<file path="src/design/sd_host_command_sequencer_core_macros.svh">
// assertion macros shared by the sequencer modules
// every use needs clk and rst_n in scope
`ifndef SD_HOST_COMMAND_SEQUENCER_CORE_MACROS_SVH
`define SD_HOST_COMMAND_SEQUENCER_CORE_MACROS_SVH

// property checked on every rising edge outside reset
`define SDHCS_ASSERT(label, prop, msg) \
    label: assert property (@(posedge clk) disable iff (!rst_n) prop) \
        else $error(msg);

// condition that must never be seen outside reset
`define SDHCS_NEVER(label, expr, msg) `SDHCS_ASSERT(label, !(expr), msg)

`endif

</file>
<file path="src/design/sdhcs_pkg.sv">
`default_nettype none

package sdhcs_pkg;

    // input word modes
    localparam logic [1:0] MODE_START  = 2'd0;
    localparam logic [1:0] MODE_STATUS = 2'd1;
    localparam logic [1:0] MODE_DMA    = 2'd2;
    localparam logic [1:0] MODE_TICK   = 2'd3;

    // status flag bit positions
    localparam int FL_CRC     = 0;
    localparam int FL_CTO     = 1;
    localparam int FL_REND    = 2;
    localparam int FL_RXOVR   = 3;
    localparam int FL_DCRC    = 4;
    localparam int FL_DTO     = 5;
    localparam int FL_STBIT   = 6;
    localparam int FL_DMAERR  = 7;
    localparam int FL_DMADONE = 8;

    // response types of a start word
    localparam logic [2:0] RT_NONE  = 3'd0;
    localparam logic [2:0] RT_SHORT = 3'd1;
    localparam logic [2:0] RT_R3    = 3'd2;
    localparam logic [2:0] RT_R1    = 3'd3;
    localparam logic [2:0] RT_LONG  = 3'd4;

    // response kind towards the controller
    localparam logic [1:0] KIND_NONE  = 2'd0;
    localparam logic [1:0] KIND_SHORT = 2'd1;
    localparam logic [1:0] KIND_LONG  = 2'd2;

    // data direction
    localparam logic [1:0] DIR_NONE  = 2'd0;
    localparam logic [1:0] DIR_READ  = 2'd1;
    localparam logic [1:0] DIR_WRITE = 2'd2;

    // result codes
    localparam logic [3:0] RC_OK          = 4'd0;
    localparam logic [3:0] RC_CMDCRC      = 4'd1;
    localparam logic [3:0] RC_CMDTIMEOUT  = 4'd2;
    localparam logic [3:0] RC_MISMATCH    = 4'd3;
    localparam logic [3:0] RC_CARDSTATUS  = 4'd4;
    localparam logic [3:0] RC_UNKNOWN     = 4'd5;
    localparam logic [3:0] RC_RXOVERRUN   = 4'd6;
    localparam logic [3:0] RC_DATACRC     = 4'd7;
    localparam logic [3:0] RC_DATATIMEOUT = 4'd8;
    localparam logic [3:0] RC_STARTBIT    = 4'd9;
    localparam logic [3:0] RC_DMA         = 4'd10;
    localparam logic [3:0] RC_SYSTIMEOUT  = 4'd11;

    // application command prefix
    localparam logic [5:0] PREFIX_INDEX = 6'd55;

    // register map
    localparam int PADDR_W = 4;
    localparam logic [1:0] REG_CARD_ERROR_MASK = 2'd0;
    localparam logic [1:0] REG_COMMAND_TIMEOUT = 2'd1;
    localparam logic [1:0] REG_READ_TIMEOUT    = 2'd2;
    localparam logic [1:0] REG_WRITE_TIMEOUT   = 2'd3;

    localparam logic [31:0] CARD_ERROR_MASK_RST = 32'hFE00_E008;
    localparam logic [23:0] COMMAND_TIMEOUT_RST = 24'd10000;
    localparam logic [23:0] READ_TIMEOUT_RST    = 24'd1000000;
    localparam logic [23:0] WRITE_TIMEOUT_RST   = 24'd1000;

    typedef enum logic [4:0] {
        PH_IDLE   = 5'b00001,
        PH_PREFIX = 5'b00010,
        PH_CMD    = 5'b00100,
        PH_READ   = 5'b01000,
        PH_WRITE  = 5'b10000
    } phase_t;

    typedef struct packed {
        logic [31:0] card_error_mask;
        logic [23:0] command_timeout;
        logic [23:0] read_timeout;
        logic [23:0] write_timeout;
    } cfg_t;

    typedef struct packed {
        logic [1:0]  mode;
        logic [5:0]  cmd_index;
        logic        app_prefix;
        logic [31:0] argument;
        logic [15:0] card_address;
        logic [2:0]  response_type;
        logic [1:0]  data_type;
        logic [7:0]  retries;
        logic [8:0]  status_flags;
        logic [5:0]  reply_index;
        logic [31:0] reply_word;
    } item_t;

    typedef struct packed {
        logic        issue_valid;
        logic [5:0]  issue_index;
        logic [31:0] issue_argument;
        logic [1:0]  issue_response_kind;
        logic [1:0]  data_direction;
        logic        done_res;
        logic [3:0]  result_code;
        logic [31:0] response_word;
    } result_t;

    function automatic logic [1:0] kind_of(input logic [2:0] rt);
        logic [1:0] k;
        k = KIND_NONE;
        if (rt inside {RT_SHORT, RT_R3, RT_R1}) begin
            k = KIND_SHORT;
        end
        else if (rt == RT_LONG) begin
            k = KIND_LONG;
        end
        return k;
    endfunction

    // unknown data type is handled as no data
    function automatic logic [1:0] data_kind(input logic [1:0] dt);
        logic [1:0] d;
        d = DIR_NONE;
        if (dt inside {DIR_READ, DIR_WRITE}) begin
            d = dt;
        end
        return d;
    endfunction

endpackage

`default_nettype wire

</file>
<file path="src/design/sdhcs_cfg_regs.sv">
`default_nettype none

module sdhcs_cfg_regs (
    input  wire logic                         clk,
    input  wire logic                         rst_n,
    input  wire logic                         psel,
    input  wire logic                         penable,
    input  wire logic                         pwrite,
    input  wire logic [sdhcs_pkg::PADDR_W-1:0] paddr,
    input  wire logic [31:0]                  pwdata,
    output logic      [31:0]                  prdata,
    output logic                              pready,
    output sdhcs_pkg::cfg_t                   cfg
);
    import sdhcs_pkg::*;

    cfg_t       cfg_reg;
    cfg_t       cfg_next;
    logic       wr_en;
    logic [1:0] reg_sel;

    assign pready  = 1'b1;
    assign reg_sel = paddr[3:2];
    assign wr_en   = psel && penable && pwrite && pready;

    always_comb
    begin
        cfg_next = cfg_reg;
        if (wr_en)
        begin
            case (reg_sel)
                REG_CARD_ERROR_MASK: cfg_next.card_error_mask = pwdata;
                REG_COMMAND_TIMEOUT: cfg_next.command_timeout = pwdata[23:0];
                REG_READ_TIMEOUT:    cfg_next.read_timeout    = pwdata[23:0];
                REG_WRITE_TIMEOUT:   cfg_next.write_timeout   = pwdata[23:0];
                default:             cfg_next = cfg_reg;
            endcase
        end
    end

    always_ff @(posedge clk or negedge rst_n)
    begin
        if (!rst_n)
        begin
            cfg_reg.card_error_mask <= CARD_ERROR_MASK_RST;
            cfg_reg.command_timeout <= COMMAND_TIMEOUT_RST;
            cfg_reg.read_timeout    <= READ_TIMEOUT_RST;
            cfg_reg.write_timeout   <= WRITE_TIMEOUT_RST;
        end
        else
        begin
            cfg_reg <= cfg_next;
        end
    end

    always_comb
    begin
        case (reg_sel)
            REG_CARD_ERROR_MASK: prdata = cfg_reg.card_error_mask;
            REG_COMMAND_TIMEOUT: prdata = {8'd0, cfg_reg.command_timeout};
            REG_READ_TIMEOUT:    prdata = {8'd0, cfg_reg.read_timeout};
            REG_WRITE_TIMEOUT:   prdata = {8'd0, cfg_reg.write_timeout};
            default:             prdata = '0;
        endcase
    end

    assign cfg = cfg_reg;

endmodule

`default_nettype wire

</file>
<file path="src/design/sdhcs_engine.sv">
`default_nettype none

`include "sd_host_command_sequencer_core_macros.svh"

module sdhcs_engine (
    input  wire logic                 clk,
    input  wire logic                 rst_n,
    input  wire logic                 item_valid,
    input  wire sdhcs_pkg::item_t     item,
    input  wire sdhcs_pkg::cfg_t      cfg,
    input  wire logic                 out_space,
    output logic                      advance,
    output logic                      res_load,
    output sdhcs_pkg::result_t        res
);
    import sdhcs_pkg::*;

    typedef enum logic [3:0] {
        ACT_NONE,
        ACT_ISSUE_FIRST,
        ACT_ISSUE_MAIN,
        ACT_FAIL,
        ACT_RETRY,
        ACT_DONE,
        ACT_ENTER_READ,
        ACT_ENTER_WRITE,
        ACT_TICK
    } act_t;

    phase_t      phase_reg, phase_next;
    logic [7:0]  retries_left_reg, retries_left_next;
    logic [5:0]  saved_index_reg, saved_index_next;
    logic        saved_prefix_reg, saved_prefix_next;
    logic [31:0] saved_argument_reg, saved_argument_next;
    logic [15:0] saved_card_address_reg, saved_card_address_next;
    logic [2:0]  saved_rt_reg, saved_rt_next;
    logic [1:0]  saved_dt_reg, saved_dt_next;
    logic [23:0] ticks_left_reg, ticks_left_next;
    logic [31:0] captured_reg, captured_next;

    act_t        act;
    logic        res_fire;
    logic        cmd_phase;
    logic [2:0]  chk_rt;
    logic [5:0]  want_index;
    logic [1:0]  dk;
    logic [3:0]  code;
    logic        use_new;
    logic        src_prefix;
    logic [5:0]  src_index;
    logic [31:0] src_argument;
    logic [15:0] src_card_address;
    logic [2:0]  src_rt;
    logic [1:0]  src_dt;

    always_comb
    begin
        cmd_phase  = (phase_reg == PH_PREFIX) || (phase_reg == PH_CMD);
        chk_rt     = (phase_reg == PH_PREFIX) ? RT_R1 : saved_rt_reg;
        want_index = (phase_reg == PH_PREFIX) ? PREFIX_INDEX : saved_index_reg;
        dk         = data_kind(saved_dt_reg);
        captured_next = captured_reg;
        code = RC_OK;
        act  = ACT_NONE;

        // decide what this word does
        case (item.mode)
            MODE_START:
            begin
                if (phase_reg == PH_IDLE)
                begin
                    act = ACT_ISSUE_FIRST;
                    captured_next = '0;
                end
            end
            MODE_STATUS:
            begin
                if (cmd_phase)
                begin
                    if (chk_rt inside {RT_SHORT, RT_R1, RT_LONG})
                    begin
                        if (item.status_flags[FL_CRC]) code = RC_CMDCRC;
                        if (item.status_flags[FL_CTO]) code = RC_CMDTIMEOUT;
                        if (item.status_flags[FL_REND])
                        begin
                            if ((chk_rt == RT_R1) && (item.reply_index != want_index))
                            begin
                                code = RC_MISMATCH;
                            end
                            captured_next = item.reply_word;
                            if ((chk_rt == RT_R1) &&
                                ((item.reply_word & cfg.card_error_mask) != '0))
                            begin
                                code = RC_CARDSTATUS;
                            end
                        end
                    end
                    else if (chk_rt == RT_R3)
                    begin
                        if (item.status_flags[FL_CTO]) code = RC_CMDTIMEOUT;
                        if (item.status_flags[FL_REND] || item.status_flags[FL_CRC])
                        begin
                            captured_next = item.reply_word;
                        end
                    end
                    if (code != RC_OK)             act = ACT_FAIL;
                    else if (phase_reg == PH_PREFIX) act = ACT_ISSUE_MAIN;
                    else if (dk == DIR_READ)       act = ACT_ENTER_READ;
                    else if (dk == DIR_WRITE)      act = ACT_ENTER_WRITE;
                    else                           act = ACT_DONE;
                end
                else if (phase_reg != PH_IDLE)
                begin
                    // data phase, no flag means unknown
                    code = RC_UNKNOWN;
                    if (item.status_flags[FL_RXOVR]) code = RC_RXOVERRUN;
                    if (item.status_flags[FL_DCRC])  code = RC_DATACRC;
                    if (item.status_flags[FL_DTO])   code = RC_DATATIMEOUT;
                    if (item.status_flags[FL_STBIT]) code = RC_STARTBIT;
                    act = ACT_DONE;
                end
            end
            MODE_DMA:
            begin
                if ((phase_reg inside {PH_CMD, PH_READ, PH_WRITE}) && (dk != DIR_NONE))
                begin
                    if (item.status_flags[FL_DMAERR])
                    begin
                        code = RC_DMA;
                        act  = ACT_FAIL;
                    end
                    else if (item.status_flags[FL_DMADONE])
                    begin
                        act = ACT_DONE;
                    end
                end
            end
            MODE_TICK:
            begin
                if (phase_reg != PH_IDLE)
                begin
                    if (ticks_left_reg > 24'd1)
                    begin
                        act = ACT_TICK;
                    end
                    else
                    begin
                        code = RC_SYSTIMEOUT;
                        act  = ACT_FAIL;
                    end
                end
            end
            default:
            begin
                act = ACT_NONE;
            end
        endcase

        // a failure retries while budget remains
        if (act == ACT_FAIL)
        begin
            act = (retries_left_reg != '0) ? ACT_RETRY : ACT_DONE;
        end

        use_new          = (act == ACT_ISSUE_FIRST);
        src_prefix       = use_new ? item.app_prefix    : saved_prefix_reg;
        src_index        = use_new ? item.cmd_index     : saved_index_reg;
        src_argument     = use_new ? item.argument      : saved_argument_reg;
        src_card_address = use_new ? item.card_address  : saved_card_address_reg;
        src_rt           = use_new ? item.response_type : saved_rt_reg;
        src_dt           = use_new ? item.data_type     : saved_dt_reg;

        phase_next              = phase_reg;
        retries_left_next       = retries_left_reg;
        saved_index_next        = saved_index_reg;
        saved_prefix_next       = saved_prefix_reg;
        saved_argument_next     = saved_argument_reg;
        saved_card_address_next = saved_card_address_reg;
        saved_rt_next           = saved_rt_reg;
        saved_dt_next           = saved_dt_reg;
        ticks_left_next         = ticks_left_reg;
        res      = '0;
        res_fire = 1'b0;

        case (act)
            ACT_ISSUE_FIRST, ACT_RETRY:
            begin
                if (use_new)
                begin
                    saved_index_next        = item.cmd_index;
                    saved_prefix_next       = item.app_prefix;
                    saved_argument_next     = item.argument;
                    saved_card_address_next = item.card_address;
                    saved_rt_next           = item.response_type;
                    saved_dt_next           = item.data_type;
                    retries_left_next       = item.retries;
                end
                else
                begin
                    retries_left_next = retries_left_reg - 8'd1;
                end
                res_fire        = 1'b1;
                res.issue_valid = 1'b1;
                ticks_left_next = cfg.command_timeout;
                if (src_prefix)
                begin
                    phase_next              = PH_PREFIX;
                    res.issue_index         = PREFIX_INDEX;
                    res.issue_argument      = {src_card_address, 16'd0};
                    res.issue_response_kind = KIND_SHORT;
                    res.data_direction      = DIR_NONE;
                end
                else
                begin
                    phase_next              = PH_CMD;
                    res.issue_index         = src_index;
                    res.issue_argument      = src_argument;
                    res.issue_response_kind = kind_of(src_rt);
                    res.data_direction      = data_kind(src_dt);
                end
            end
            ACT_ISSUE_MAIN:
            begin
                res_fire                = 1'b1;
                phase_next              = PH_CMD;
                ticks_left_next         = cfg.command_timeout;
                res.issue_valid         = 1'b1;
                res.issue_index         = saved_index_reg;
                res.issue_argument      = saved_argument_reg;
                res.issue_response_kind = kind_of(saved_rt_reg);
                res.data_direction      = dk;
            end
            ACT_DONE:
            begin
                res_fire          = 1'b1;
                phase_next        = PH_IDLE;
                ticks_left_next   = '0;
                res.done_res      = 1'b1;
                res.result_code   = code;
                res.response_word = captured_next;
            end
            ACT_ENTER_READ:
            begin
                phase_next      = PH_READ;
                ticks_left_next = cfg.read_timeout;
            end
            ACT_ENTER_WRITE:
            begin
                phase_next      = PH_WRITE;
                ticks_left_next = cfg.write_timeout;
            end
            ACT_TICK:
            begin
                ticks_left_next = ticks_left_reg - 24'd1;
            end
            default:
            begin
                res_fire = 1'b0;
            end
        endcase
    end

    assign advance  = item_valid && (!res_fire || out_space);
    assign res_load = advance && res_fire;

    always_ff @(posedge clk or negedge rst_n)
    begin
        if (!rst_n)
        begin
            phase_reg      <= PH_IDLE;
            ticks_left_reg <= '0;
        end
        else if (advance)
        begin
            phase_reg      <= phase_next;
            ticks_left_reg <= ticks_left_next;
        end
    end

    always_ff @(posedge clk)
    begin
        if (advance)
        begin
            retries_left_reg       <= retries_left_next;
            saved_index_reg        <= saved_index_next;
            saved_prefix_reg       <= saved_prefix_next;
            saved_argument_reg     <= saved_argument_next;
            saved_card_address_reg <= saved_card_address_next;
            saved_rt_reg           <= saved_rt_next;
            saved_dt_reg           <= saved_dt_next;
            captured_reg           <= captured_next;
        end
    end

    `SDHCS_ASSERT(a_idle_no_ticks, (phase_reg == PH_IDLE) |-> (ticks_left_reg == '0), "ticks left while idle")
    `SDHCS_ASSERT(a_done_to_idle, (res_load && res.done_res) |=> (phase_reg == PH_IDLE), "done word did not return to idle")
    `SDHCS_ASSERT(a_issue_loads_timer, (res_load && res.issue_valid) |=> (ticks_left_reg == $past(cfg.command_timeout)), "issue did not load command timer")
    `SDHCS_NEVER(a_fire_needs_space, res_load && !out_space, "result loaded into full output register")

endmodule

`default_nettype wire

</file>
<file path="src/design/sdhcs_out_reg.sv">
`default_nettype none

module sdhcs_out_reg (
    input  wire logic          clk,
    input  wire logic          rst_n,
    input  wire logic          load,
    input  wire sdhcs_pkg::result_t res,
    input  wire logic          out_stall,
    output logic               out_space,
    output logic               out_valid,
    output sdhcs_pkg::result_t res_out
);
    import sdhcs_pkg::*;

    logic    out_valid_reg, out_valid_next;
    result_t res_reg;

    assign out_space = !out_valid_reg || !out_stall;

    always_comb
    begin
        if (load)
        begin
            out_valid_next = 1'b1;
        end
        else if (!out_stall)
        begin
            out_valid_next = 1'b0;
        end
        else
        begin
            out_valid_next = out_valid_reg;
        end
    end

    always_ff @(posedge clk or negedge rst_n)
    begin
        if (!rst_n)
        begin
            out_valid_reg <= 1'b0;
        end
        else
        begin
            out_valid_reg <= out_valid_next;
        end
    end

    always_ff @(posedge clk)
    begin
        if (load)
        begin
            res_reg <= res;
        end
    end

    assign out_valid = out_valid_reg;
    assign res_out   = res_reg;

endmodule

`default_nettype wire

</file>
<file path="src/design/sd_host_command_sequencer_core.sv">
// sd host command sequencer, one command at a time
// input channel (in_valid / in_stall) carries one word per event: start,
// controller status, dma event or timer tick, selected by mode
// output channel (out_valid / out_stall) carries an issue word (send this
// command now) or a done word (command finished, result_code and
// response_word); many input words give no output word at all
// apb port holds card_error_mask and the three timeout tick counts at byte
// addresses 0, 4, 8 and 12; write them only while no command is running
// latency: a word accepted at one edge is decided at the next, its output
// word is valid right after that edge (one cycle accept to output valid)
// throughput: one word per cycle, set by the single decision stage between
// the input register and the output register
// when the receiver stalls the output word holds; one more input word is
// still taken into the input register, after which in_stall rises until
// the output register frees up; words that give no output never wait
// reset: idle phase, no command in flight, registers at their defaults,
// both channel registers empty
`default_nettype none

`include "sd_host_command_sequencer_core_macros.svh"

module sd_host_command_sequencer_core (
    input  wire logic        clk,
    input  wire logic        rst_n,
    // configuration port
    input  wire logic        psel,
    input  wire logic        penable,
    input  wire logic        pwrite,
    input  wire logic [3:0]  paddr,
    input  wire logic [31:0] pwdata,
    output logic      [31:0] prdata,
    output logic             pready,
    // input channel
    input  wire logic        in_valid,
    output logic             in_stall,
    input  wire logic [1:0]  mode,
    input  wire logic [5:0]  cmd_index,
    input  wire logic        app_prefix,
    input  wire logic [31:0] argument,
    input  wire logic [15:0] card_address,
    input  wire logic [2:0]  response_type,
    input  wire logic [1:0]  data_type,
    input  wire logic [7:0]  retries,
    input  wire logic [8:0]  status_flags,
    input  wire logic [5:0]  reply_index,
    input  wire logic [31:0] reply_word,
    // output channel
    output logic             out_valid,
    input  wire logic        out_stall,
    output logic             issue_valid,
    output logic      [5:0]  issue_index,
    output logic      [31:0] issue_argument,
    output logic      [1:0]  issue_response_kind,
    output logic      [1:0]  data_direction,
    output logic             done_res,
    output logic      [3:0]  result_code,
    output logic      [31:0] response_word
);
    import sdhcs_pkg::*;

    cfg_t    cfg;
    item_t   item_in;
    item_t   item_reg;
    logic    in_valid_reg, in_valid_next;
    logic    in_accept;
    logic    advance;
    logic    res_load;
    logic    out_space;
    result_t res;
    result_t res_out;

    sdhcs_cfg_regs u_cfg (
        .clk     (clk),
        .rst_n   (rst_n),
        .psel    (psel),
        .penable (penable),
        .pwrite  (pwrite),
        .paddr   (paddr),
        .pwdata  (pwdata),
        .prdata  (prdata),
        .pready  (pready),
        .cfg     (cfg)
    );

    // gather the input word
    assign item_in = {mode, cmd_index, app_prefix, argument, card_address, response_type,
                      data_type, retries, status_flags, reply_index, reply_word};

    // input register: full and not moving on means stall
    assign in_stall  = in_valid_reg && !advance;
    assign in_accept = in_valid && !in_stall;

    always_comb
    begin
        if (in_accept)
        begin
            in_valid_next = 1'b1;
        end
        else if (advance)
        begin
            in_valid_next = 1'b0;
        end
        else
        begin
            in_valid_next = in_valid_reg;
        end
    end

    always_ff @(posedge clk or negedge rst_n)
    begin
        if (!rst_n)
        begin
            in_valid_reg <= 1'b0;
        end
        else
        begin
            in_valid_reg <= in_valid_next;
        end
    end

    always_ff @(posedge clk)
    begin
        if (in_accept)
        begin
            item_reg <= item_in;
        end
    end

    // decision stage and sequencer state
    sdhcs_engine u_engine (
        .clk        (clk),
        .rst_n      (rst_n),
        .item_valid (in_valid_reg),
        .item       (item_reg),
        .cfg        (cfg),
        .out_space  (out_space),
        .advance    (advance),
        .res_load   (res_load),
        .res        (res)
    );

    // output register
    sdhcs_out_reg u_out (
        .clk       (clk),
        .rst_n     (rst_n),
        .load      (res_load),
        .res       (res),
        .out_stall (out_stall),
        .out_space (out_space),
        .out_valid (out_valid),
        .res_out   (res_out)
    );

    assign issue_valid         = res_out.issue_valid;
    assign issue_index         = res_out.issue_index;
    assign issue_argument      = res_out.issue_argument;
    assign issue_response_kind = res_out.issue_response_kind;
    assign data_direction      = res_out.data_direction;
    assign done_res            = res_out.done_res;
    assign result_code         = res_out.result_code;
    assign response_word       = res_out.response_word;

    // a waiting input word must not be overwritten
    `SDHCS_ASSERT(a_held_word_stable, (in_valid_reg && !advance) |=> $stable(item_reg), "waiting input word changed")

endmodule

`default_nettype wire

</file>
<file path="config.mk">
export PLATFORM = sky130hd
export DESIGN_NAME = sd_host_command_sequencer_core
export DESIGN_NICKNAME = d
export VERILOG_FILES = /design/src/design/sdhcs_pkg.sv /design/src/design/sdhcs_cfg_regs.sv /design/src/design/sdhcs_engine.sv /design/src/design/sdhcs_out_reg.sv /design/src/design/sd_host_command_sequencer_core.sv
export VERILOG_INCLUDE_DIRS = /design/src /design/src/design
export SDC_FILE = /design/constraint.sdc
export NUM_CORES = 1
export LEC_CHECK = 0
export ABC_AREA = 1
export ABC_CLOCK_PERIOD_IN_PS = 8300
export BUFFER_PORTS_ARGS = -buffer_cell sky130_fd_sc_hd__buf_4
export CORE_MARGIN = 2
export CORE_UTILIZATION = 60
export CTS_BUF_LIST = sky130_fd_sc_hd__clkbuf_8
export CTS_CLUSTER_DIAMETER = 40
export DETAILED_ROUTE_END_ITERATION = 8
export GPL_TIMING_DRIVEN = 0
export HOLD_SLACK_MARGIN = 0.06
export MAX_ROUTING_LAYER = met4
export PLACE_DENSITY = 0.83
export REMOVE_ABC_BUFFERS = 1
export SKIP_CTS_REPAIR_TIMING = 1
export SLEW_MARGIN = 20
export SYNTH_ARGS = -nofsm -noshare
export SYNTH_HDL_FRONTEND = slang
export SYNTH_SLANG_ARGS = --single-unit
</file>
<file path="constraint.sdc">
create_clock -name clk -period 8.3 [get_ports clk]
set_input_delay 1.245 -clock clk [delete_from_list [all_inputs] [get_ports clk]]
set_output_delay 1.245 -clock clk [all_outputs]
set_load 0.005 [all_outputs]
</file>
# ---- Word level (Yosys, flattened, before mapping)
# Cells that the tools add are included.
dict set report totals {
  elab_cells 192
  regBits 432
}
dict set report classes {
  add_sub_neg 2
  order_cmp 1
  mux 70
  n_eq_ne 40
  reduce_logical 43
  bitwise_logic 1
}
# cell n
set ops {}
lappend ops {{$mux 32} 7}
lappend ops {{$pmux 32 s4} 1}
lappend ops {{$pmux 24 s5} 1}
lappend ops {{$mux 4} 22}
lappend ops {{$pmux 43 s2} 1}
lappend ops {{$pmux 32 s2} 1}
lappend ops {{$mux 42} 1}
lappend ops {{$mux 37} 1}
lappend ops {{$and 32x32->32} 1}
lappend ops {{$reduce_bool 32->1} 1}
lappend ops {{$mux 2} 13}
lappend ops {{$pmux 5 s5} 1}
lappend ops {{$gt 24x1->1 const B} 1}
lappend ops {{$sub 24x1->24 const B} 1}
lappend ops {{$eq 3x2->1 const B} 6}
lappend ops {{$mux 3} 6}
lappend ops {{$eq 4x3->1 const B} 4}
lappend ops {{$mux 16} 1}
lappend ops {{$pmux 4 s4} 1}
lappend ops {{$eq 2x2->1 const B} 7}
lappend ops {{$reduce_and 2->1} 7}
lappend ops {{$mux 6} 2}
lappend ops {{$pmux 4 s3} 1}
lappend ops {{$reduce_bool 3->1} 4}
lappend ops {{other kinds (28)} 65}

# ---- Longest topological paths before layout
# Gate-level depths: netlist of run 1.
dict set report logic_depth {
  ltp_word 27
  depth_mapped 25
  ltp_nobuf 24
}

# ---- By module
# From an unflattened synthesis of run 1, not the netlist that was laid out.
dict set report unflattened {
  cells_unflattened 2260
  hier_area_um2 20618.5
}
# mod seq_area_each_um2 cells_per_inst n_inst area_each_um2
set by_module_without_submodules {}
lappend by_module_without_submodules {sdhcs_engine 3729.8 1440 1 9603.0}
lappend by_module_without_submodules {sdhcs_cfg_regs 2638.8 612 1 5001.0}
lappend by_module_without_submodules {sd_host_command_sequencer_core 3538.4 124 1 3570.9}
lappend by_module_without_submodules {sdhcs_out_reg 2427.3 84 1 2443.6}

# ---- Worst setup path before layout of run 1
# Ideal clock, no wire load.
dict set report synth_timing {
  path_kind {register -> register}
  start {register u_engine.phase_reg[2]}
  end {register u_out.res_reg, in the netlist u_out.res_out[0], enable pin}
  slack_ns 2.373
  arrival_ns 5.408
  synth_period_minus_slack_ns 5.927
  stages_incl_launch_ff 17
  required_ns 7.781
  cell_sequence {dfrtp_1 -> nor2_4 -> nand3_4 -> buf_6 -> a21oi_2 -> nand2_1 -> nand2_1 -> nand2_2 -> a21oi_4 -> nand4_1 -> nand2_1 -> inv_2 -> nand3_2 -> nand2_2 -> o21ai_4 -> nand2_2 -> nor2_1}
}
dict set report synth_via {
  elab_chain_cells 23
  word_cells_on_any_way 47
  classes_between {eq/ne (16); mux (19); reduce/logical (12)}
}
# element line_no
set synth_rtl {}
lappend synth_rtl {{start: declaration} sdhcs_engine.sv:30} ;# phase_t phase_reg, phase_next;
lappend synth_rtl {{start signal: assignment} sdhcs_engine.sv:275} ;# phase_reg <= phase_next;
lappend synth_rtl {{$eq 5x2->1} --}
lappend synth_rtl {{$mux 6 / $mux 3 (equally long branches)} {sdhcs_engine.sv:60, sdhcs_engine.sv:59}}
lappend synth_rtl {{$ne 6x6->1 / $eq 3x2->1 (equally long branches)} {sdhcs_engine.sv:86, sdhcs_engine.sv:80, sdhcs_engine.sv:91}}
lappend synth_rtl {{$logic_and 1x1->1} sdhcs_engine.sv:86} ;# if ((chk_rt == RT_R1) && (item.reply_index != want_index))
lappend synth_rtl {{$mux 2} sdhcs_engine.sv:86}
lappend synth_rtl {{$mux 3} sdhcs_engine.sv:91} ;# if ((chk_rt == RT_R1) &&
lappend synth_rtl {{$mux 4} sdhcs_engine.sv:84} ;# if (item.status_flags[FL_REND])
lappend synth_rtl {{$mux 4} sdhcs_engine.sv:80} ;# if (chk_rt inside {RT_SHORT, RT_R1, RT_LONG})
lappend synth_rtl {{[8 not listed]} --}
lappend synth_rtl {{$eq 4x3->1, or another cell as far along} sdhcs_engine.sv:185} ;# case (act)
lappend synth_rtl {{$reduce_or 4->1 (no source line) (*)} --}
lappend synth_rtl {{$mux 1 (*)} sdhcs_engine.sv:185}
lappend synth_rtl {{$logic_not 1->1} sdhcs_engine.sv:263} ;# assign advance = item_valid && (!res_fire || out_space);
lappend synth_rtl {{$logic_or 1x1->1} sdhcs_engine.sv:263}
lappend synth_rtl {{$logic_and 1x1->1} sdhcs_engine.sv:263}
lappend synth_rtl {{$logic_and 1x1->1 (*)} sdhcs_engine.sv:264} ;# assign res_load = advance && res_fire;
lappend synth_rtl {{net res_load} sd_host_command_sequencer_core.sv:67} ;# logic res_load;
lappend synth_rtl {{end signal: assignment} sdhcs_out_reg.sv:52} ;# res_reg <= res;
lappend synth_rtl {{end: declaration} sdhcs_out_reg.sv:16} ;# result_t res_reg;
# The timed path passes the listed nets; every way through them passes the cells marked *. The select of a mux whose other input is x is not followed.
# A chain may end at the register's enable or synchronous reset.

# ---- Final worst setup path of run 1
dict set report layout_timing {
  start {register u_engine.phase_reg[3]}
  end {output port in_stall}
}
dict set report layout_via {
  elab_chain_cells 24
  word_cells_on_any_way 48
  classes_between {eq/ne (16); mux (19); reduce/logical (13)}
}
# element line_no
set layout_rtl {}
lappend layout_rtl {{$eq 5x2->1} --}
lappend layout_rtl {{$mux 6 / $mux 3 (equally long branches)} {sdhcs_engine.sv:60, sdhcs_engine.sv:59}}
lappend layout_rtl {{$ne 6x6->1 / $eq 3x2->1 (equally long branches)} {sdhcs_engine.sv:86, sdhcs_engine.sv:80, sdhcs_engine.sv:91}}
lappend layout_rtl {{$logic_and 1x1->1} sdhcs_engine.sv:86}
lappend layout_rtl {{$mux 2} sdhcs_engine.sv:86}
lappend layout_rtl {{$mux 3} sdhcs_engine.sv:91}
lappend layout_rtl {{$mux 4} sdhcs_engine.sv:84}
lappend layout_rtl {{$mux 4} sdhcs_engine.sv:80}
lappend layout_rtl {{[8 not listed]} --}
lappend layout_rtl {{$eq 4x3->1, or another cell as far along} sdhcs_engine.sv:185}
lappend layout_rtl {{$reduce_or 4->1 (no source line) (*)} --}
lappend layout_rtl {{$mux 1 (*)} sdhcs_engine.sv:185}
lappend layout_rtl {{$logic_not 1->1 (*)} sdhcs_engine.sv:263}
lappend layout_rtl {{$logic_or 1x1->1 (*)} sdhcs_engine.sv:263}
lappend layout_rtl {{$logic_and 1x1->1 (*)} sdhcs_engine.sv:263}
lappend layout_rtl {{$logic_not 1->1 (*)} sd_host_command_sequencer_core.sv:90} ;# assign in_stall = in_valid_reg && !advance;
lappend layout_rtl {{$logic_and 1x1->1 (*)} sd_host_command_sequencer_core.sv:90}
lappend layout_rtl {{end: declaration} sd_host_command_sequencer_core.sv:35} ;# output logic in_stall,
# Every way passes the cells marked *; elsewhere a longest branch is shown, timed or not. The select of a mux whose other input is x is not followed.

==> results of run 1 <==
## per-layer routing
metal  vias up  routed length (um)  GRT usage, %
li1       7819                   -             -
met1      7982               21400          40.8
met2       876               25200          48.6
met3       170                4720          5.65
met4         0                2280          14.6
met5         -                   0             -
## worst paths after layout
path	from	end	slack (ps)	depth (start not counted)
setup / recovery	u_engine.phase_reg[3]	in_stall	2900	15
hold / removal	rst_n	u_cfg.cfg[13]	480	1
setup reg to reg	u_engine.phase_reg[3]	u_engine.saved_card_address_reg[10]	3320	18
hold reg to reg	u_cfg.cfg[13]	u_cfg.cfg[13]	490	2
max in group asynchronous	rst_n	u_cfg.cfg[41]	7020	2
min in group clk	u_cfg.cfg[13]	u_cfg.cfg[13]	490	2
## worst reg2reg max path, delay by kind of cell, from the launching register on
kind | cells | cell delay, ps
buffers and inverters | 7 | 1420
AO/OA/AOI/OAI | 1 | 280
AND/OR/NAND/NOR | 10 | 2520
flip-flops | 1 | 460
## stage by stage
stage | area, um^2 | setup TNS, ps
after floorplan | 19700 | 0
after global placement | 22300 | -482790
after detailed placement | 22900 | 0
after CTS | 24400 | 0
after global routing | 24400 | 0
final | 24400 | 0
## cells by family after synthesis
group                      after synthesis
and+or+nand+nor                        918
AOI/OAI and AO/OA                      448
DFF                                    432
buffers and inverters                  274
muxes                                   34
xor gates and xnor gates                10
adders and majority gates                6
other                                    1
## final cells by class
class	count	area share [%]
Sequential cell	432	50.5
Multi-Input combinational cell	1417	28.2
Timing Repair Buffer	297	10.4
Clock buffer	86	4.85
Inverter	166	2.58
Tap cell	448	2.29
Clock inverter	54	1.21
Antenna cell	4	0.0410
## cell usage after synthesis, drive strengths merged
library cell / n
o211ai: 1
and3: 1
dfrtp: 105
nand3b: 1
o31ai: 2
o2111ai: 14
nand2: 637
and2: 1
dfstp: 30
nor2: 118
clkbuf: 83
nor3: 13
clkinv: 1
nand3: 92
xor2: 6
inv: 165
or2: 18
a21oi: 116
ha: 6
o22ai: 1
nor4: 2
or3: 1
conb: 1
o21a: 1
xnor2: 4
buf: 25
o21ai: 278
a21boi: 1
mux2: 34
edfxtp: 297
nor3b: 1
o221ai: 32
nand4: 33
a31oi: 2
## power breakdown
group / leakage [nW] / total (mW) / internal, mW / switching (mW)
clock: 0.849 / 1.90 / 0.993 / 0.908
combinational: 5.39 / 2.25 / 0.821 / 1.43
sequential: 4.50 / 3.23 / 2.93 / 0.300
==> flow_summary.yaml, run 1 <==
floorplan:
  die_y_um: 188
  rows: 67
  initial_utilization_pct: 60.6
  core_region_area_mm2: 0.0334
  die_x_um: 188
  design.die.area_mm2: 0.0352
  ioPinCount: 275
sta:
  worst_slack_ps: 2900
  setup_viol: 0
  rsz0062_at_grt: "false"
  skew_ps: 31.5
  drv_slew: 0
  timing.fmax_mhz: 185
  final_hold_viol_count: 0
  fin_crit_ps: 5400
  min_period_over_period_pct: 65.1
  fin_hold_ws_ps: 476
  maxSlewHeadroom_pct: 32.1
  worst_slew_pin_slew_ps: 1020
finish:
  most-common-layout-cells: "nand2_1, edfxtp_1, buf_4"
  multi_input_area_mm2: 0.00688
  final_util_pct: 73.2
  synthToLayoutAreaGrowth_pct: 20.9
  largest_reg_flops: 117
  drive_gt1_share_pct: 21.6
  nNetsFinal: 2555
  final_common_cell: "nand2_1"
  stdcell_count: 2904
  area.sequential_mm2: 0.0123
  fillCellCount: 2288
cts:
  cts_root_buf: "clkbuf_8"
  htree_num_levels: 3
  clkLatencyLatePin_ps: 650
  cts_tree: "yes"
  cts.reportedPaths.clkPinSlew_ps: 60
  numClockSinks: 432
  clockBufferDepth: 3
  cts_buffers: 75
global_routing:
  grt_pass1_wl_um: 84900
  grt_use_total_pct: 31.4
  first_global_vias: 16700
  antenna_found_initial: 3
  grt_max_degree: 101
  gr-total-overflow: 0
logic_synthesis:
  synth-compound-area-share_pct: 12.2
  ys_seq_area_share_pct: 61.0
  yosys_register_bits: 432
  synth-xor-area-share_pct: 0.433
  syn_avg_cell_area_um2: 9.52
  ys_warn_count: 0
  synth-simple-area-share_pct: 18.7
  synth_area_leaders: "edfxtp_1, dfrtp_1, nand2_1"
  netlist_area_mm2: 0.0202
  synth_top_family_by_area: "simple AND/OR/NAND/NOR gates"
  syn_inst: 2123
  synth_top_area_share_pct: 44.1
  synth_cell_types: 47
  synthMuxAreaShare_pct: 1.89
  synth-adder-area-share_pct: 0.371
  yosysTopAreaCell: "edfxtp_1"
routing:
  viasPerCell: 5.80
  vias: 16800
  ant_nets: 0
  dr.pass1.iters: 6
  first_iter_violations: 1854
  route.detailed.drc: 0
  wirelength_um: 53600
  wl_per_cell_um: 18.5
setup_path:
  slowest_delay_ps: 590
  arrival_ps: 4160
  critical_path_required_ps: 7050
  critPathLaunchType: "register"
  crit_slowest_cell: "nor3_1"
  end_kind: "output port"
  critPathMaxFanout: 20
  crit_type: "reg2out"
  cp_cell_sequence: "nor2_4, nand4_1, inv_1, nor3_1, inv_1, o21ai_0, inv_1, nand2_2, nand3_2, nand2_2, o21ai_4, inv_1, nand2_1, inv_1, buf_4"
  crit_family: "simple AND/OR/NAND/NOR gates"
  path_common_cell: "inv_1"
  critPathBufInv: 6
place:
  port_buffers: 271
  dp_cells: 2760
  place_ws_ps: 3380
  place_hpwl_um: 34900
  gp_congestion: 0.914
power:
  p_leak_nw: 10.7
  total_power_mw: 7.38
  ir_drop_uv: 205
  power_density_mw_per_mm2: 302
run:
  max-cap-violations: 0
hold_path:
  hold_class: "in2async"
outcome:
  outcome: "finished, final reports clean"
(Power assumes the default switching activity.)
==> run 2: changes to the inputs <==
--- a/config.mk
+++ b/config.mk
@@ -7,17 +7,17 @@
 export NUM_CORES = 1
 export LEC_CHECK = 0
 export ABC_AREA = 1
-export ABC_CLOCK_PERIOD_IN_PS = 8300
+export ABC_CLOCK_PERIOD_IN_PS = 4600
 export BUFFER_PORTS_ARGS = -buffer_cell sky130_fd_sc_hd__buf_4
 export CORE_MARGIN = 2
-export CORE_UTILIZATION = 60
+export CORE_UTILIZATION = 54
 export CTS_BUF_LIST = sky130_fd_sc_hd__clkbuf_8
 export CTS_CLUSTER_DIAMETER = 40
 export DETAILED_ROUTE_END_ITERATION = 8
 export GPL_TIMING_DRIVEN = 0
 export HOLD_SLACK_MARGIN = 0.06
 export MAX_ROUTING_LAYER = met4
-export PLACE_DENSITY = 0.83
+export PLACE_DENSITY = 0.79
 export REMOVE_ABC_BUFFERS = 1
 export SKIP_CTS_REPAIR_TIMING = 1
 export SLEW_MARGIN = 20
==> constraint.sdc (replaced) <==
create_clock -name clk -period 4.6 [get_ports clk]
set_input_delay 0.69 -clock clk [delete_from_list [all_inputs] [get_ports clk]]
set_output_delay 0.69 -clock clk [all_outputs]
set_load 0.005 [all_outputs]
==> flow_summary.yaml, run 2 (synthesized netlist as in run 1, its figures left out) <==
finish:
  nNetsFinal: 2559
  most-common-layout-cells: "nand2_1, edfxtp_1, buf_4"
  synthToLayoutAreaGrowth_pct: 21.2
  largest_reg_flops: 117
  fillCellCount: 2761
  final_area_mm2: 0.0245
  final_common_cell: "nand2_1"
  drive_gt1_share_pct: 21.5
global_routing:
  antenna_found_initial: 5
  grt_pass1_wl_um: 84500
  first_global_vias: 16200
  grt_use_total_pct: 28.6
  grt_max_degree: 76
  gr-total-overflow: 0
setup_path:
  arrival_ps: 3590
  crit_type: "reg2out"
  end_kind: "output port"
  critPathLaunchType: "register"
  critPathMaxFanout: 18
  critical_path_required_ps: 3910
power:
  p_leak_nw: 10.7
  power_density_mw_per_mm2: 547
  ir_drop_uv: 366
floorplan:
  initial_utilization_pct: 55.1
  core_region_area_mm2: 0.0367
  rows: 70
  ioPinCount: 275
  design.die.area_mm2: 0.0390
  die_y_um: 197
  die_x_um: 197
cts:
  htree_num_levels: 3
  cts_root_buf: "clkbuf_8"
  clkLatencyLatePin_ps: 640
  numClockSinks: 432
  clockBufferDepth: 3
  cts.reportedPaths.clkPinSlew_ps: 60
  cts_tree: "yes"
  cts_buffers: 75
sta:
  setup_viol: 0
  final_hold_viol_count: 0
  drv_slew: 0
  skew_ps: 33.7
  maxSlewHeadroom_pct: 33.3
  rsz0062_at_grt: "false"
  fin_crit_ps: 4280
  min_period_over_period_pct: 93.1
  timing.fmax_mhz: 233
  fin_hold_ws_ps: 224
  worst_slew_pin_slew_ps: 1000
routing:
  route.detailed.drc: 0
  wirelength_um: 54600
  ant_nets: 0
  wl_per_cell_um: 18.7
  dr.pass1.iters: 6
  viasPerCell: 5.69
  vias: 16600
  first_iter_violations: 1687
run:
  max-cap-violations: 0
hold_path:
  hold_class: "in2reg"
place:
  port_buffers: 271
  gp_congestion: 0.908
  place_area_mm2: 0.0229
  place_hpwl_um: 36000
outcome:
  outcome: "finished, final reports clean"
==> run 2: area by class of cell <==
| cell class | count | area, um^2 | area share [%] |
|---|---|---|---|
| well taps | 468 | 586 | 2.39 |
| repair inverters | 1 | 5.00 | 0.0204 |
| flip-flops and latches | 432 | 12300 | 50.3 |
| inverters | 166 | 633 | 2.58 |
| clock inverters | 56 | 369 | 1.51 |
| diodes | 5 | 12.5 | 0.0510 |
| multi-input cells | 1417 | 6900 | 28.2 |
| repair buffers | 300 | 2550 | 10.4 |
| clock buffers | 81 | 1110 | 4.55 |
==> run 2: routing by layer <==
metal / track usage, % / share of wire [%] / vias to the layer above
met5: - / 0 / -
met4: 12.6 / 3.6 / 0
met3: 5.26 / 8.7 / 134
met2: 44.1 / 48 / 829
met1: 37.3 / 40 / 7862
li1: - / - / 7816
==> run 2: final timing paths <==
check                                      start                             end  slack [ps]  cells after the start
max                        u_engine.phase_reg[2]                        in_stall         320                     19
min                                 argument[14]                    item_reg[90]         220                      1
max reg2reg                u_engine.phase_reg[4]  u_engine.saved_argument_reg[6]         330                     18
min reg2reg                       u_cfg.cfg[101]                  u_cfg.cfg[101]         490                      2
max in group asynchronous                  rst_n           u_engine.phase_reg[0]        3240                      3
min in group asynchronous                  rst_n                   u_cfg.cfg[32]         590                      2
==> run 2: power breakdown <==
part / total, mW / leakage [nW] / internal, mW / switching [mW]
registers: 5.82 / 4.50 / 5.28 / 0.539
logic: 4.10 / 5.39 / 1.50 / 2.60
clock network: 3.49 / 0.851 / 1.87 / 1.62
total: 13.4 / 10.7 / 8.66 / 4.76
==> run 2: worst max-delay path: stages, from the launching register on <==
cell,delay [ps]
dfrtp_1,440
nor2_4,180
nand3_4,240
nand3_1,150
nand2_1,70
nor2_1,120
nand3_1,120
nand2_1,110
nand2_1,100
inv_2,80
nand3_1,100
nand2_1,90
nand2_2,240
nand3_1,180
o21ai_1,130
o21ai_4,210
inv_1,60
nand2_1,140
inv_1,60
buf_4,130
==> run 2: through the flow <==
| step | TNS (ps) | utilization, % | instances | worst slack [ps] | power, mW |
|---|---|---|---|---|---|
| global placement | -1992110 | 61.0 | 2754 | -6710 | 9.54 |
| floorplan | -564980 | - | 2015 | -2550 | 8.17 |
| detailed placement | -1480 | 62.5 | 2778 | -86.5 | 9.88 |
| CTS | -2080 | 66.6 | 2915 | -219 | 13.4 |
| finish | 0 | 66.8 | 2926 | 316 | 13.4 |
| global route | 0 | 66.8 | 2926 | 12.2 | 14.2 |
==> run 3: changes to the inputs <==
--- a/config.mk
+++ b/config.mk
@@ -17,10 +17,11 @@
 export GPL_TIMING_DRIVEN = 0
 export HOLD_SLACK_MARGIN = 0.06
 export MAX_ROUTING_LAYER = met4
-export PLACE_DENSITY = 0.79
+export PLACE_DENSITY = 0.78
 export REMOVE_ABC_BUFFERS = 1
 export SKIP_CTS_REPAIR_TIMING = 1
 export SLEW_MARGIN = 20
 export SYNTH_ARGS = -nofsm -noshare
 export SYNTH_HDL_FRONTEND = slang
+export SYNTH_HIERARCHICAL = 1
 export SYNTH_SLANG_ARGS = --single-unit
==> flow_summary.yaml, run 3 <==
place:
  port_buffers: 271
  dp_cells: 2955
  place_ws_ps: -848
  gp_congestion: 0.904
  place_hpwl_um: 37900
setup_path:
  r2r_slack_ps: 290
  end_kind: "output port"
  crit_type: "reg2out"
  critPathLaunchType: "register"
  critical_path_required_ps: 3910
  critPathMaxFanout: 28
  arrival_ps: 3890
routing:
  dr.pass1.iters: 5
  wirelength_um: 59100
  viasPerCell: 5.62
  ant_nets: 0
  wl_per_cell_um: 19.0
  vias: 17500
  route.detailed.drc: 0
  first_iter_violations: 1816
logic_synthesis:
  synth_cell_types: 47
  ys_warn_count: 6
  async_flop_share_pct: 31.3
  ys_top_cells_by_count: "nand2_1, edfxtp_1, nor2_1"
  yosys_register_bits: 432
  synth_area_leaders: "edfxtp_1, nand2_1, dfrtp_1"
  synth_edf_count: 297
  ys_seq_area_share_pct: 59.8
  synth_top_area_share_pct: 43.3
  syn_avg_cell_area_um2: 9.12
  post-synth-top-count-cell: "nand2_1"
  yosysTopAreaCell: "edfxtp_1"
  netlist_area_mm2: 0.0206
  synth_ff_type: "edfxtp_1"
  syn_inst: 2260
cts:
  clkLatencyLatePin_ps: 660
  cts_buffers: 78
  cts_tree: "yes"
  htree_num_levels: 3
  numClockSinks: 432
  clockBufferDepth: 3
  cts.reportedPaths.clkPinSlew_ps: 70
  cts_root_buf: "clkbuf_8"
power:
  p_leak_nw: 11.3
  power_density_mw_per_mm2: 565
  ir_drop_uv: 300
finish:
  multi_input_area_mm2: 0.00712
  final_common_cell: "nand2_1"
  area.sequential_mm2: 0.0123
  largest_reg_flops: 117
  fillCellCount: 2874
  stdcell_count: 3114
  nNetsFinal: 2704
  drive_gt1_share_pct: 19.9
  synthToLayoutAreaGrowth_pct: 21.0
  most-common-layout-cells: "nand2_1, edfxtp_1, buf_4"
sta:
  worst_slew_pin_slew_ps: 1100
  fin_crit_ps: 4580
  worst_slack_ps: 19.0
  skew_ps: 39.2
  rsz0062_at_grt: "true"
  final_hold_viol_count: 0
  setup_viol: 0
  drv_slew: 0
  timing.fmax_mhz: 218
  maxSlewHeadroom_pct: 26.5
  min_period_over_period_pct: 99.6
global_routing:
  gr-total-overflow: 0
  grt_max_degree: 77
  first_global_vias: 17100
  grt_pass1_wl_um: 89000
  antenna_found_initial: 2
  grt_use_total_pct: 30.0
floorplan:
  die_x_um: 199
  ioPinCount: 275
  design.die.area_mm2: 0.0398
  initial_utilization_pct: 54.7
  rows: 71
  die_y_um: 199
  core_region_area_mm2: 0.0377
outcome:
  outcome: "finished, final reports clean"
run:
  max-cap-violations: 0
hold_path:
  hold_class: "in2reg"
## run 3: cell types whose count changed after synthesis, moves of 33 or more
cell	change
clkbuf_1	-33
o21ai_0	-156
mux2_2	-34
a21oi_1	-83
nor2_1	+74
nand2_1	+246
## run 3: metrics by stage
stage	TNS, ps	cell area [um^2]	hold WS (ps)	util (%)	power [mW]
after floorplan	-884250	20000	394	-	8.47
after global placement	-2570310	22600	460	60.1	10.0
after detailed placement	-112310	23300	462	61.7	10.3
after CTS	-127990	24800	3.98	65.8	14.0
after global routing	-234	24900	179	66.2	14.9
final	0	24900	204	66.2	14.1
## run 3: critical path, cell delays in order, from the launching register on
cell and delay, ps:
dfrtp_1 410, nor2_1 170, inv_1 50, nor2_1 180
inv_1 80, nor3_1 180, nand4_1 400, nor2_1 210
nand2_1 130, nand2_1 130, inv_1 80, nand2_4 350
nand3_1 140, nand2_1 120, nor2_4 70, nor2_2 140
nor2_4 80, nor2_1 150, buf_4 150
## run 3: final cells by class
type | count | area share, %
inverter | 162 | 2.50
timing repair buffer | 305 | 10.7
clock buffer | 81 | 4.47
tap | 511 | 2.56
antenna | 4 | 0.0401
multi-input combinational | 1559 | 28.5
sequential | 432 | 49.4
clock inverter | 60 | 1.75
## run 3: cell families after synthesis
| group | after synthesis | share of synthesized area, % |
|---|---|---|
| AO/OA/AOI/OAI | 236 | 6.58 |
| flip-flops | 432 | 59.8 |
| other | 1 | 0.0182 |
| XOR/XNOR | 19 | 0.807 |
| AND/OR/NAND/NOR | 1294 | 26.2 |
| buffers and inverters | 272 | 6.18 |
| adder cells (fa/ha/maj) | 6 | 0.364 |
## run 3: per-layer routing
metal | part of all wire (%) | global-route usage (%) | up-vias
met3 | 12 | 8.56 | 142
met2 | 46 | 46.1 | 1057
li1 | - | - | 8064
met4 | 4.0 | 15.1 | 0
met5 | 0 | - | -
met1 | 37 | 36.5 | 8242
## run 3: power breakdown
part / switching [mW] / internal (mW)
clock network: 1.66 / 1.95
registers: 0.597 / 5.47
logic: 2.78 / 1.63
## run 3: path summary, 6_finish.rpt
path	from	end	cells past startpoint
setup reg to reg	u_engine/ticks_left_reg[15]	u_engine/saved_argument_reg[12]	19
max in group asynchronous	rst_n	u_cfg/cfg[101]	3
setup / recovery	u_engine/ticks_left_reg[15]	in_stall	18
hold reg to reg	u_cfg/cfg[99]	u_cfg/cfg[99]	2
hold / removal	reply_word[2]	item_reg[2]	1
min in group asynchronous	rst_n	u_cfg/cfg[53]	2
